File: src/design/cbd_pkg.sv
// ----------------------------------------------------------------------------
// cbd_pkg: shared types and constants of the chunked body decoder
// Character codes, parser phases, outcome codes and the beat formats that
// pass between the front end, the queues and the parser.
// ----------------------------------------------------------------------------
package cbd_pkg;

    localparam logic [7:0] CH_ZERO  = 8'h30;
    localparam logic [7:0] CH_NINE  = 8'h39;
    localparam logic [7:0] CH_UA    = 8'h41;
    localparam logic [7:0] CH_UF    = 8'h46;
    localparam logic [7:0] CH_LA    = 8'h61;
    localparam logic [7:0] CH_LF_HI = 8'h66;
    localparam logic [7:0] CH_LF    = 8'h0A;
    localparam logic [7:0] CH_CR    = 8'h0D;
    localparam logic [7:0] CH_TAB   = 8'h09;
    localparam logic [7:0] CH_VT    = 8'h0B;
    localparam logic [7:0] CH_FF    = 8'h0C;
    localparam logic [7:0] CH_SPACE = 8'h20;

    typedef enum logic [1:0] {
        PH_SIZE = 2'd0,
        PH_DATA = 2'd1,
        PH_TAIL = 2'd2,
        PH_DONE = 2'd3
    } t_phase;

    typedef enum logic [1:0] {
        OUT_RUN   = 2'd0,
        OUT_OK    = 2'd1,
        OUT_EMPTY = 2'd2,
        OUT_BAD   = 2'd3
    } t_outcome;

    typedef struct packed {
        logic [7:0] in_byte;
        logic       is_hex;
        logic [3:0] hex_val;
        logic       is_lf;
        logic       is_cr;
        logic       is_blank;
        logic       first;
        logic       last;
    } t_cls;

    typedef struct packed {
        logic [7:0] data_byte;
        logic       data_valid;
        logic       body_end;
        t_outcome   outcome;
    } t_res;

endpackage

File: src/design/cbd_fifo.sv
// ----------------------------------------------------------------------------
// cbd_fifo: short register queue
// Holds up to DEPTH beats; the oldest beat is shown while the queue is not
// empty. A push is taken only when the queue is not full.
// ----------------------------------------------------------------------------
module cbd_fifo
    import cbd_pkg::*;
#(
    parameter int WIDTH = 8,
    parameter int DEPTH = 2
) (
    input  logic             i_clk,
    input  logic             i_rst_n,
    input  logic             i_push,
    input  logic [WIDTH-1:0] i_data,
    output logic             o_full,
    input  logic             i_pop,
    output logic [WIDTH-1:0] o_data,
    output logic             o_empty
);

    localparam int PTR_W = $clog2(DEPTH);
    localparam int CNT_W = $clog2(DEPTH + 1);

    logic [WIDTH-1:0] r_mem [DEPTH];
    logic [PTR_W-1:0] r_wr_ptr, n_wr_ptr;
    logic [PTR_W-1:0] r_rd_ptr, n_rd_ptr;
    logic [CNT_W-1:0] r_count, n_count;
    logic             do_push, do_pop;

    assign o_full  = (r_count == CNT_W'(DEPTH));
    assign o_empty = (r_count == '0);
    assign o_data  = r_mem[r_rd_ptr];
    assign do_push = i_push && !o_full;
    assign do_pop  = i_pop && !o_empty;

    always_comb begin
        n_wr_ptr = r_wr_ptr;
        n_rd_ptr = r_rd_ptr;
        n_count  = r_count;
        if (do_push) begin
            n_wr_ptr = (r_wr_ptr == PTR_W'(DEPTH - 1)) ? '0 : r_wr_ptr + PTR_W'(1);
        end
        if (do_pop) begin
            n_rd_ptr = (r_rd_ptr == PTR_W'(DEPTH - 1)) ? '0 : r_rd_ptr + PTR_W'(1);
        end
        if (do_push && !do_pop) begin
            n_count = r_count + CNT_W'(1);
        end else if (do_pop && !do_push) begin
            n_count = r_count - CNT_W'(1);
        end
    end

    always_ff @(posedge i_clk) begin
        if (!i_rst_n) begin
            r_wr_ptr <= '0;
            r_rd_ptr <= '0;
            r_count  <= '0;
        end else begin
            r_wr_ptr <= n_wr_ptr;
            r_rd_ptr <= n_rd_ptr;
            r_count  <= n_count;
        end
    end

    always_ff @(posedge i_clk) begin
        if (do_push) begin
            r_mem[r_wr_ptr] <= i_data;
        end
    end

endmodule

File: src/design/cbd_front.sv
// ----------------------------------------------------------------------------
// cbd_front: byte classifier
// Accepts input beats and tags each byte as hex digit, line feed, carriage
// return or whitespace before it enters the work queue.
// ----------------------------------------------------------------------------
module cbd_front
    import cbd_pkg::*;
(
    input  logic       i_push,
    input  logic [7:0] i_in_byte,
    input  logic       i_first,
    input  logic       i_last,
    input  logic       i_q_full,
    output logic       o_q_push,
    output t_cls       o_item
);

    logic is_digit, is_upper, is_lower;

    assign is_digit = (i_in_byte >= CH_ZERO) && (i_in_byte <= CH_NINE);
    assign is_upper = (i_in_byte >= CH_UA) && (i_in_byte <= CH_UF);
    assign is_lower = (i_in_byte >= CH_LA) && (i_in_byte <= CH_LF_HI);

    assign o_q_push = i_push && !i_q_full;

    always_comb begin
        o_item.in_byte  = i_in_byte;
        o_item.is_hex   = is_digit || is_upper || is_lower;
        o_item.hex_val  = is_digit ? i_in_byte[3:0] : 4'(i_in_byte[3:0] + 4'd9);
        o_item.is_lf    = (i_in_byte == CH_LF);
        o_item.is_cr    = (i_in_byte == CH_CR);
        o_item.is_blank = (i_in_byte == CH_SPACE) || (i_in_byte == CH_TAB)
                       || (i_in_byte == CH_CR) || (i_in_byte == CH_VT)
                       || (i_in_byte == CH_FF);
        o_item.first    = i_first;
        o_item.last     = i_last;
    end

endmodule

File: src/design/cbd_back.sv
// ----------------------------------------------------------------------------
// cbd_back: chunk parser
// Takes classified beats from the work queue, tracks the size line, data
// and line tail phases, and pushes one result beat per byte.
// ----------------------------------------------------------------------------
module cbd_back
    import cbd_pkg::*;
#(
    parameter int SIZE_BITS = 24
) (
    input  logic i_clk,
    input  logic i_rst_n,
    input  t_cls i_item,
    input  logic i_q_empty,
    output logic o_q_pop,
    input  logic i_res_full,
    output logic o_res_push,
    output t_res o_res
);

    t_phase               r_phase, n_phase;
    logic [SIZE_BITS-1:0] r_bytes_left, n_bytes_left;
    logic                 r_digit_seen, n_digit_seen;
    logic                 r_digits_closed, n_digits_closed;
    logic                 r_payload_seen, n_payload_seen;
    logic                 take, ended, skip;
    t_outcome             code;

    assign take       = !i_q_empty && !i_res_full;
    assign o_q_pop    = take;
    assign o_res_push = take;

    always_comb begin
        n_phase         = r_phase;
        n_bytes_left    = r_bytes_left;
        n_digit_seen    = r_digit_seen;
        n_digits_closed = r_digits_closed;
        n_payload_seen  = r_payload_seen;
        ended           = 1'b0;
        skip            = 1'b0;
        code            = OUT_RUN;
        o_res           = '0;
        if (i_item.first) begin
            n_phase         = PH_SIZE;
            n_bytes_left    = '0;
            n_digit_seen    = 1'b0;
            n_digits_closed = 1'b0;
            n_payload_seen  = 1'b0;
        end
        unique case (n_phase)
            PH_DONE: begin
                skip = 1'b1;
            end
            PH_SIZE: begin
                if (i_item.is_lf) begin
                    if (n_digit_seen) begin
                        if (n_bytes_left == '0) begin
                            ended = 1'b1;
                            code  = n_payload_seen ? OUT_OK : OUT_EMPTY;
                        end else begin
                            n_phase = PH_DATA;
                        end
                    end
                    n_digit_seen    = 1'b0;
                    n_digits_closed = 1'b0;
                end else if (n_digit_seen && n_digits_closed) begin
                    ended = 1'b1;
                    code  = OUT_BAD;
                end else if (i_item.is_hex) begin
                    if (n_digits_closed || (n_bytes_left[SIZE_BITS-1 -: 4] != 4'd0)) begin
                        ended = 1'b1;
                        code  = OUT_BAD;
                    end else begin
                        n_bytes_left = {n_bytes_left[SIZE_BITS-5:0], i_item.hex_val};
                        n_digit_seen = 1'b1;
                    end
                end else if (n_digit_seen) begin
                    if (i_item.is_cr) begin
                        n_digits_closed = 1'b1;
                    end else begin
                        ended = 1'b1;
                        code  = OUT_BAD;
                    end
                end else if (i_item.is_blank) begin
                    n_digits_closed = 1'b1;
                end else begin
                    ended = 1'b1;
                    code  = OUT_BAD;
                end
            end
            PH_DATA: begin
                o_res.data_byte  = i_item.in_byte;
                o_res.data_valid = 1'b1;
                n_payload_seen   = 1'b1;
                n_bytes_left     = n_bytes_left - SIZE_BITS'(1);
                if (n_bytes_left == '0) begin
                    n_phase = PH_TAIL;
                end
            end
            PH_TAIL: begin
                if (i_item.is_lf) begin
                    n_phase         = PH_SIZE;
                    n_bytes_left    = '0;
                    n_digit_seen    = 1'b0;
                    n_digits_closed = 1'b0;
                end
            end
            default: begin
                skip = 1'b1;
            end
        endcase
        if (!skip) begin
            if (!ended && i_item.last) begin
                ended = 1'b1;
                code  = n_payload_seen ? OUT_OK : OUT_EMPTY;
            end
            if (ended) begin
                n_phase = PH_DONE;
            end
            o_res.body_end = ended;
            o_res.outcome  = code;
        end
    end

    always_ff @(posedge i_clk) begin
        if (!i_rst_n) begin
            r_phase         <= PH_SIZE;
            r_bytes_left    <= '0;
            r_digit_seen    <= 1'b0;
            r_digits_closed <= 1'b0;
            r_payload_seen  <= 1'b0;
        end else if (take) begin
            r_phase         <= n_phase;
            r_bytes_left    <= n_bytes_left;
            r_digit_seen    <= n_digit_seen;
            r_digits_closed <= n_digits_closed;
            r_payload_seen  <= n_payload_seen;
        end
    end

endmodule

File: src/design/chunked_body_decoder.sv
// ----------------------------------------------------------------------------
// chunked_body_decoder: HTTP chunked transfer body decoder
// A byte goes through the work queue and the parser into the result queue.
// Throughput: one byte per cycle while neither queue stalls.
// Each queue holds QUEUE_DEPTH beats, so either side may stall on its own.
// Reset is synchronous and active low; it empties both queues and returns
// the parser to the size line phase.
// ----------------------------------------------------------------------------
module chunked_body_decoder
    import cbd_pkg::*;
#(
    parameter int SIZE_BITS   = 24,
    parameter int QUEUE_DEPTH = 2
) (
    input  logic       i_clk,
    input  logic       i_rst_n,
    input  logic       push,
    output logic       full,
    input  logic [7:0] i_in_byte,
    input  logic       i_first,
    input  logic       i_last,
    output logic       empty,
    input  logic       pop,
    output logic [7:0] o_data_byte,
    output logic       o_data_valid,
    output logic       o_body_end,
    output logic [1:0] o_outcome
);

    t_cls front_item, back_item;
    t_res back_res, head_res;
    logic q_push, q_empty, q_pop;
    logic res_full, res_push;

    cbd_front u_front (
        .i_push    (push),
        .i_in_byte (i_in_byte),
        .i_first   (i_first),
        .i_last    (i_last),
        .i_q_full  (full),
        .o_q_push  (q_push),
        .o_item    (front_item)
    );

    cbd_fifo #(
        .WIDTH ($bits(t_cls)),
        .DEPTH (QUEUE_DEPTH)
    ) u_work_q (
        .i_clk   (i_clk),
        .i_rst_n (i_rst_n),
        .i_push  (q_push),
        .i_data  (front_item),
        .o_full  (full),
        .i_pop   (q_pop),
        .o_data  (back_item),
        .o_empty (q_empty)
    );

    cbd_back #(
        .SIZE_BITS (SIZE_BITS)
    ) u_back (
        .i_clk      (i_clk),
        .i_rst_n    (i_rst_n),
        .i_item     (back_item),
        .i_q_empty  (q_empty),
        .o_q_pop    (q_pop),
        .i_res_full (res_full),
        .o_res_push (res_push),
        .o_res      (back_res)
    );

    cbd_fifo #(
        .WIDTH ($bits(t_res)),
        .DEPTH (QUEUE_DEPTH)
    ) u_res_q (
        .i_clk   (i_clk),
        .i_rst_n (i_rst_n),
        .i_push  (res_push),
        .i_data  (back_res),
        .o_full  (res_full),
        .i_pop   (pop),
        .o_data  (head_res),
        .o_empty (empty)
    );

    assign o_data_byte  = head_res.data_byte;
    assign o_data_valid = head_res.data_valid;
    assign o_body_end   = head_res.body_end;
    assign o_outcome    = head_res.outcome;

endmodule

File: config.mk
export PLATFORM = sky130hd
export DESIGN_NAME = chunked_body_decoder
export DESIGN_NICKNAME = d
export VERILOG_FILES = /design/src/design/cbd_pkg.sv /design/src/design/cbd_fifo.sv /design/src/design/cbd_front.sv /design/src/design/cbd_back.sv /design/src/design/chunked_body_decoder.sv
export SDC_FILE = /design/constraint.sdc
export NUM_CORES = 1
export LEC_CHECK = 0
export BUFFER_PORTS_ARGS = -buffer_cell sky130_fd_sc_hd__buf_2
export CAP_MARGIN = 5
export CORE_AREA = 2 2 102 124
export CTS_CLUSTER_DIAMETER = 80
export DETAILED_ROUTE_END_ITERATION = 10
export DIE_AREA = 0 0 104 126
export PLACE_DENSITY_LB_ADDON = 0.08
export RECOVER_POWER = 100
export SETUP_SLACK_MARGIN = 0.3
export SYNTH_ARGS = -nofsm -noshare
export SYNTH_HDL_FRONTEND = slang
export SYNTH_SLANG_ARGS = --single-unit
File: constraint.sdc
create_clock -name i_clk -period 9.1 [get_ports i_clk]
set_input_delay 1.82 -clock i_clk [delete_from_list [all_inputs] [get_ports i_clk]]
set_output_delay 1.82 -clock i_clk [all_outputs]
set_load 0.02 [all_outputs]
# Yosys cells after proc, flatten, opt, wreduce, memory -nomap -nowiden
# Memory sizes are Yosys's and may differ from the RTL's. A register that Yosys moved wholly into a read port is not among the register bits.
# Index checks and enable logic that the tools add are counted.
# word_totals
inputBits	14
latchBits	0
n_memories	2
elab_cells	158
romBits	0
regBits	37
ram_bits	60
# classes
muxes	79
n_reduce_logical	39
eq_ne	11
add_sub_neg	10
n_lt_le_gt_ge	6
mul	0
n_shift	0
div	0
bitwise	0
# memory_table
memory	words	width	rd	rd_clocked_by_memory_dff	write_ports	line	source
u_work_q.r_mem	2	18	1	1	1	cbd_fifo.sv:25	logic [WIDTH-1:0] r_mem [DEPTH];
u_res_q.r_mem	2	12	1	1	1	cbd_fifo.sv:25	
# op_table
op	n
24-bit 2-to-1 mux	6
24-bit one-hot mux with 3 select lines	1
2-bit 2-to-1 mux	25
24-bit logical NOT	2
1-bit 2-to-1 mux	41
8-bit by 4-bit == test with 1-bit output, second input constant	5
24-bit by 1-bit subtractor with 24-bit output, second input constant	1
8-bit by 7-bit greater-or-equal comparator with 1-bit output, second input constant	2
8-bit by 7-bit <= comparator with 1-bit output, second input constant	2
1-bit logical AND	15
1-bit logical NOT	9
9-bit 2-to-1 mux	1
2-bit == test, second input constant	4
8-bit by 6-bit == test with 1-bit output, second input constant	1
8-bit by 6-bit greater-or-equal comparator with 1-bit output, second input constant	1
8-bit by 6-bit <= comparator with 1-bit output, second input constant	1
1-bit logical OR	7
2-bit logical NOT	3
2-bit one-hot mux with 3 select lines	1
1-bit adder, second input constant	4
2-bit by 1-bit adder with 2-bit output, second input constant	2
4-bit adder, second input constant	1
4-bit 2-to-1 mux	1
1-bit one-hot mux with 2 select lines	2
5 further kinds	7

# Longest topological paths before layout
# Gate-level depths: netlist of the first run.
# depth
depth_word	14
ltp_mapped	13
mapped_depth_nobuf	10

# Modules after synthesis
# A second synthesis of the first run with hierarchy kept.
# hier_totals
cells_unflattened	572
hier_area_um2	5711.7
# by_module_without_submodules
mod	cells_each	area_per_inst_um2	instances	seq_area_each_um2
cbd_back	378	2687.6	1	580.6
cbd_fifo (u_work_q)	81	1530.2	1	1181.1
cbd_fifo (u_res_q)	62	1094.8	1	820.8
cbd_front	51	399.1	1	0.0

# Least setup slack after synthesis of the first run
# No wires, ideal clock.
# synth_path
kind	register -> register
start	register with a tool-made name
end	register u_back.r_phase[0]
arrival_time_ps	3007
path_stages_with_launch	13
n_path_buf	2
setup_slack_ps	5960
synth_period_minus_slack_ps	3140
cell_sequence	dfxtp_1 > mux2i_1 > clkbuf_1 > clkbuf_1 > nand2_1 > inv_1 > ha_1 > or4b_1 > a2111o_1 > a211oi_1 > nand4_1 > nor4_1 > a21oi_1
# synth_lines
item	line	source
end signal: assignment	cbd_back.sv:133	r_phase <= n_phase;
end: declaration	cbd_back.sv:21	t_phase r_phase, n_phase;

==> results.sh, run 1 <==
export IMPL_status="finished with violations"
export IMPL_violations="max-capacitance violations, max-slew violations"
export IMPL_dr_pass1_iters=5
export IMPL_numCtsBuffers=9
export IMPL_drive_gt1_share_pct=9.14
export IMPL_cp_max_fo=22
export IMPL_rsz0062_at_grt="false"
export IMPL_clock_path_buffers=2
export IMPL_viasPerCell=5.82
export IMPL_period_minus_slack_ps=4790
export IMPL_clock_latency_ps=350
export IMPL_post_cts_resized=0
export IMPL_yosysTopAreaCellShare_pct=34.4
export IMPL_cts_sinks=99
export IMPL_routedWlPerCell_um=18.7
export IMPL_grt_pass1_vias=3898
export IMPL_cts_root_buf="clkbuf_16"
export IMPL_fmax_mhz=209
export IMPL_whs_ps=525
export IMPL_drc=0
export IMPL_postCtsHoldBufs=0
export IMPL_p_comb_share_pct=44.5
export IMPL_power_frac_clock_pct=19.5
export IMPL_cts_max_level=3
export IMPL_slowest_stage="clkbuf_1"
export IMPL_synthTopCellsByArea="edfxtp_1, dfxtp_1, mux2i_1, mux2_2, o21ai_0"
export IMPL_drv_cap=1
export IMPL_post_cts_setup_buffers=0
export IMPL_finalCritPeriodShare_pct=52.6
export IMPL_dp_final_hpwl_um=8860
export IMPL_slew_headroom_pct=-8.09
export IMPL_ys_seq_area_share_pct=49.3
export IMPL_gr_total_overflow=0
export IMPL_port_buffers=27
export IMPL_yosysTopAreaCell="edfxtp_1"
export IMPL_dpl_cell_area_um2=5500
export IMPL_critical_path_class="reg2reg"
export IMPL_cp_slowest_stage_delay_ps=990
export IMPL_grt_use_total_pct=20.0
export IMPL_clk_pin_slew_ps=70
export IMPL_vias=3990
export IMPL_diodes=0
export IMPL_stdcell_area_um2=5740
export IMPL_critPathCaptureType="flip-flop"
export IMPL_grt_max_degree=41
export IMPL_die_y_um=126
export IMPL_ys_types=70
export IMPL_num_rows=44
export IMPL_io_pins=28
export IMPL_final_instance_count_excl_fill=686
export IMPL_worstMarginPinSlew_ps=1620
export IMPL_min_path_type="reg2reg"
export IMPL_ant_nets=0
export IMPL_synth_edf_count=60
export IMPL_syn_avg_cell_area_um2=10.4
export IMPL_coreArea_um2=11900
export IMPL_totalWireLength_um=12800
export IMPL_p_total_mw=1.92
export IMPL_crit_chain="clkbuf_1 -> mux2i_2 -> clkbuf_1 -> nand2_1 -> inv_1 -> ha_1 -> or4b_1 -> a2111o_1 -> a211oi_1 -> nand4_1 -> nor4_1 -> a21oi_1"
export IMPL_cpMostUsedCell="clkbuf_1"
export IMPL_ys_seq_elements=99
export IMPL_fillers=1174
export IMPL_power_share_switching_pct=42.5
export IMPL_start_util_pct=44.0
export IMPL_fin_setup_tns_ps=0
export IMPL_p_int_mw=1.10
export IMPL_clock_skew_ps=9.06
export IMPL_slew_violations=41
export IMPL_syn_num_nets=528
export IMPL_switching_power_uw=814
export IMPL_leakage_nw=2.05
export IMPL_fp_dieW_um=104
export IMPL_arrival_ps=5000
export IMPL_drt_iter0_drc=312
export IMPL_crit_buf_inv=3
export IMPL_die_area_um2=13100
export IMPL_power_per_cell_area_nw_per_um2=334
export IMPL_gp_congestion=0.888
export IMPL_crit_family="buffers and inverters"
export IMPL_nets=542
export IMPL_async_flop_share_pct=0
export IMPL_yosys_warnings=0
export IMPL_seq_power_share_pct=35.9
export IMPL_area_growth_pct=9.53
export IMPL_hold_viol_final=0
export IMPL_synthFlopType="edfxtp_1"
export IMPL_antenna_found_initial=0
export IMPL_postSynthCellCount=506
export IMPL_max_vdd_ir_drop_mv=0.122
export IMPL_critPathLaunchType="flip-flop"
export IMPL_syn_area_um2=5240
export IMPL_critPathRequiredTime_ps=9320
export IMPL_tritoncts="done"
export IMPL_setup_violations=0
export IMPL_grt_first_pass_wirelength_um=20700
export IMPL_dpl_cell_count=670
[flip-flops by register name (all words and copies together) (netlist names), named ones only]
signal,count
u_res_q.r_count,2
u_back.r_payload_seen,1
u_back.r_digits_closed,1
u_back.r_bytes_left,24
u_work_q.r_count,2
u_res_q.r_rd_ptr,1
u_res_q.r_mem,24
u_work_q.r_wr_ptr,1
u_work_q.r_rd_ptr,1
u_work_q.r_mem,36
u_back.r_phase,2
u_res_q.r_wr_ptr,1
u_back.r_digit_seen,1
[stage by stage]
stage | utilization, % | setup WS [ps]
2_1_floorplan | - | 5960
3_3_place_gp | 46.2 | 5680
3_5_place_dp | 46.2 | 5580
4_1_cts | 48.7 | 5570
5_1_grt | 48.2 | 3930
6_report | 48.2 | 4310
[cells in the final DEF (no fill, tap or decap), drive strengths merged, types with 6 or more instances in the layout]
master,count
or3,9
and3,6
a21oi,18
xnor2,14
nand4,7
nor2,40
o21ai,34
nand3,12
nor3,12
and2,11
mux2,16
inv,17
clkbuf,37
mux2i,20
nand2,36
dfxtp,39
a22oi,11
xor2,11
a21boi,9
ha,8
edfxtp,60
nor4,8
nor2b,12
[Yosys cell counts, types with 6 or more instances]
library cell,instances
edfxtp_1,60
nor2_1,40
dfxtp_1,39
nand2_1,35
o21ai_0,32
clkbuf_1,24
mux2i_1,20
a21oi_1,18
mux2_2,16
inv_1,14
xnor2_1,14
nand3_1,12
nor2b_1,12
nor3_1,12
a22oi_1,11
and2_1,11
xor2_1,11
a21boi_0,9
or3_1,9
ha_1,8
nand4_1,7
and3_1,6
nor4_1,6
[cell families (layout without fill, tap and decap cells)]
| logic type | after synthesis | in the layout | share of synthesized area [%] |
|---|---|---|---|
| buf+inv | 44 | 63 | 3.37 |
| compound gates | 124 | 124 | 16.8 |
| flops | 99 | 99 | 49.3 |
| fa+ha+maj | 8 | 8 | 1.91 |
| mux | 36 | 36 | 7.26 |
| xor+xnor | 25 | 25 | 4.18 |
| simple gates | 170 | 170 | 17.1 |
[final cells by class]
class	count	area, um2	share of cell area, %
clock buffers	9	225	3.93
inverters	15	56.3	0.981
clock inverters	7	70.1	1.22
flip-flops and latches	99	2580	45.0
repair buffers	32	125	2.18
multi-input cells	363	2480	43.2
well taps	161	201	3.51
[final timing paths]
kind | start | endpoint | slack, ps | cells past startpoint
worst min register to register | u_back.r_bytes_left[23]$_SDFFE_PN0P_ | u_back.r_bytes_left[23]$_SDFFE_PN0P_ | 530 | 2
worst max register to register | flip-flop | u_back.r_phase[0]$_SDFFE_PN0P_ | 4310 | 12
worst max-delay path | flip-flop | u_back.r_phase[0]$_SDFFE_PN0P_ | 4310 | 12
worst min-delay path | u_back.r_bytes_left[23]$_SDFFE_PN0P_ | u_back.r_bytes_left[23]$_SDFFE_PN0P_ | 530 | 2
[per-layer routing]
metal | up-vias | global-route usage, % | part of all wire, %
li1 | 1927 | - | -
met1 | 1944 | 24.9 | 43
met2 | 97 | 35.1 | 51
met3 | 22 | 2.95 | 3.9
met4 | 0 | 7.71 | 2.0
met5 | - | 0 | 0
[power groups by stage]
| stage | Sequential, mW | Combinational [mW] | Clock, mW |
|---|---|---|---|
| 2_1_floorplan | 0.647 | 0.671 | 0 |
| 3_3_place_gp | 0.697 | 0.867 | 0 |
| 3_5_place_dp | 0.698 | 0.862 | 0 |
| 4_1_cts | 0.688 | 0.868 | 0.386 |
| 6_report | 0.688 | 0.852 | 0.374 |
| 5_1_grt | 0.704 | 0.935 | 0.400 |
[tightest hold or removal path, delay by kind of cell (launching register included)]
| kind | cells | cell delay (ps) |
|---|---|---|
| AND/OR/NAND/NOR | 1 | 70 |
| flip-flops | 1 | 350 |
| AO/OA/AOI/OAI | 1 | 60 |
(Power assumes the default switching activity.)
==> inputs of run 2 (changes only) <==
- ABC_AREA: unset -> 1
- CORE_AREA: 2 2 102 124 -> 2 2 106 128
- DIE_AREA: 0 0 104 126 -> 0 0 108 130
- clock period: 9.1 -> 4.8 ns (I/O delays scaled with it)
==> results.sh, run 2 <==
export IMPL_critPathCaptureType="flip-flop"
export IMPL_whs_ps=446
export IMPL_clk_pin_slew_ps=80
export IMPL_fmax_mhz=262
export IMPL_rr_worst_depth=9
export IMPL_crit_family="buffers and inverters"
export IMPL_numCtsBuffers=9
export IMPL_async_flop_share_pct=0
export IMPL_cts_root_buf="clkbuf_16"
export IMPL_drc=0
export IMPL_yosysTopAreaCell="edfxtp_1"
export IMPL_setup_violations=0
export IMPL_rsz0062_at_grt="false"
export IMPL_leakage_nw=2.68
export IMPL_grt_pass1_vias=4685
export IMPL_slowest_stage="clkbuf_1"
export IMPL_cts_max_level=3
export IMPL_totalWireLength_um=15900
export IMPL_slew_headroom_pct=8.33
export IMPL_final_common_cell="nand2_1"
export IMPL_fp_dieW_um=108
export IMPL_post_cts_resized=0
export IMPL_syn_avg_cell_area_um2=7.97
export IMPL_ys_seq_area_share_pct=45.8
export IMPL_post_cts_setup_buffers=0
export IMPL_critical_path_class="reg2reg"
export IMPL_antenna_found_initial=0
export IMPL_cpMostUsedCell="inv_1"
export IMPL_clock_skew_ps=9.49
export IMPL_power_per_cell_area_nw_per_um2=798
export IMPL_die_y_um=130
export IMPL_area_growth_pct=9.50
export IMPL_drive_gt1_share_pct=10.4
export IMPL_hold_viol_final=0
export IMPL_vias=4961
export IMPL_synth_edf_count=60
export IMPL_gr_total_overflow=0
export IMPL_nets=754
export IMPL_r2r_end="u_back.r_phase[0]$_SDFFE_PN0P_"
export IMPL_largest_register_ffs=36
export IMPL_crit_path_start="u_res_q.r_count[1]$_SDFFE_PN0P_"
export IMPL_r2r_start="u_res_q.r_count[1]$_SDFFE_PN0P_"
export IMPL_ys_types=47
export IMPL_clock_latency_ps=360
export IMPL_critPathRequiredTime_ps=5080
export IMPL_drt_iter0_drc=374
export IMPL_diodes=0
export IMPL_start_util_pct=43.5
export IMPL_coreArea_um2=12900
export IMPL_crit_buf_inv=4
export IMPL_port_buffers=27
export IMPL_yosys_warnings=0
export IMPL_yosysMostFrequentCell="nand2_1"
export IMPL_viasPerCell=5.48
export IMPL_dr_pass1_iters=5
export IMPL_period_minus_slack_ps=3820
export IMPL_yosysTopAreaCellShare_pct=32.0
export IMPL_io_pins=28
export IMPL_ys_seq_elements=99
export IMPL_min_path_type="reg2reg"
export IMPL_worstMarginPinSlew_ps=1380
export IMPL_holdCritStartpoint="u_work_q.r_rd_ptr$_SDFFE_PN0P_"
export IMPL_synthTopCellsByArea="edfxtp_1, dfxtp_1, nand2_1, nor2_1, o21ai_0"
export IMPL_tritoncts="done"
export IMPL_final_core_util_pct=47.7
export IMPL_die_area_um2=14000
export IMPL_crit_chain="inv_1 -> o22ai_2 -> clkbuf_1 -> inv_1 -> nand2_1 -> inv_1 -> nand2_1 -> nor2_1 -> a21oi_1"
export IMPL_grt_max_degree=37
export IMPL_yosys_top_cells_count="nand2_1, nor2_1, inv_1"
export IMPL_slew_violations=0
export IMPL_drv_cap=0
export IMPL_postSynthCellCount=707
export IMPL_cts_sinks=99
export IMPL_routedWlPerCell_um=17.6
export IMPL_p_total_mw=4.93
export IMPL_clock_path_buffers=2
export IMPL_arrival_ps=4100
export IMPL_whs_path_depth=1
export IMPL_rrSetupSlack_ps=980
export IMPL_cp_slowest_stage_delay_ps=980
export IMPL_finalCritPeriodShare_pct=79.5
export IMPL_dp_final_hpwl_um=11300
export IMPL_synthFlopType="edfxtp_1"
export IMPL_mostFrequentLayoutCells="nand2_1, nor2_1, inv_1"
export IMPL_num_rows=46
export IMPL_fillers=1308
export IMPL_grt_use_total_pct=23.6
export IMPL_syn_area_um2=5640
export IMPL_gp_congestion=0.887
export IMPL_reg_top3="u_work_q.r_mem: 36 flops, u_back.r_bytes_left: 24 flops, u_res_q.r_mem: 24 flops"
export IMPL_critPathLaunchType="flip-flop"
export IMPL_syn_num_nets=729
export IMPL_postCtsHoldBufs=0
export IMPL_fin_setup_tns_ps=0
export IMPL_cp_max_fo=22
export IMPL_max_vdd_ir_drop_mv=0.265
export IMPL_top_register="u_work_q.r_mem"
export IMPL_status="completed"
export IMPL_grt_first_pass_wirelength_um=24800
export IMPL_ant_nets=0
run 2: changes by cell type after synthesis, sizes merged, moves of 19 or more:
cell,change
nor2,+42
nand2,+152
inv,+58
nand3,+27
mux2i,-19
o21ai,+37
a21oi,+28
run 2: per-stage QoR:
| stage | std cells | worst slack (ps) | cell area [um2] |
|---|---|---|---|
| finish | 905 | 983 | 6170 |
| global route | 905 | 585 | 6170 |
| CTS | 905 | 1500 | 6250 |
| detailed placement | 889 | 1520 | 5940 |
| global placement | 889 | 1620 | 5940 |
| floorplan | 707 | 2480 | 5640 |
run 2: layout make-up:
cell class                 instances  area (um2)  area share (%)
tap                              168         210            3.41
sequential                        99        2580            41.8
timing repair buffer              35         154            2.49
clock inverter                     7        86.3            1.40
inverter                          73         274            4.44
multi-input combinational        514        2640            42.8
clock buffer                       9         225            3.65
run 2: worst reg2reg max path: stages, from the launching register on:
cell      delay, ps
dfxtp_1         350
inv_1            80
o22ai_2         100
clkbuf_1        980
inv_1           800
nand2_1         550
inv_1           460
nand2_1         190
nor2_1           60
a21oi_1         170
run 2: how the worst max path moves through the flow:
stage,depth (start not counted),slack [ps],to
2_1_floorplan,14,2480,u_res_q.r_mem[0][1]$_DFFE_PP_
3_3_place_gp,13,1620,u_res_q.r_mem[0][1]$_DFFE_PP_
3_5_place_dp,13,1520,u_res_q.r_mem[0][1]$_DFFE_PP_
4_1_cts,13,1500,u_res_q.r_mem[0][1]$_DFFE_PP_
5_1_grt,14,580,u_res_q.r_mem[1][0]$_DFFE_PP_
6_report,9,980,u_back.r_phase[0]$_SDFFE_PN0P_
run 2: layer usage:
metal | vias up | GRT usage (%) | routed length, um
met3 | 35 | 3.70 | 788
met5 | - | 0 | 0
met4 | 0 | 10.7 | 567
met1 | 2313 | 27.2 | 6420
met2 | 161 | 43.0 | 8140
li1 | 2452 | - | -
run 2: logic make-up after synthesis:
logic type,Yosys count,synth area share [%]
buffers and inverters,94,6.84
AND/OR/NAND/NOR,336,26.8
AO/OA/AOI/OAI,151,15.2
multiplexers,13,2.58
XOR/XNOR,6,0.932
flip-flops,99,45.8
adder cells (fa/ha/maj),8,1.78
run 2: report_power, final:
group	internal [mW]	total, mW	switching [mW]
Sequential	1.21	1.38	0.171
Clock	0.376	0.751	0.374
Combinational	0.815	2.79	1.98
Total	2.40	4.93	2.52
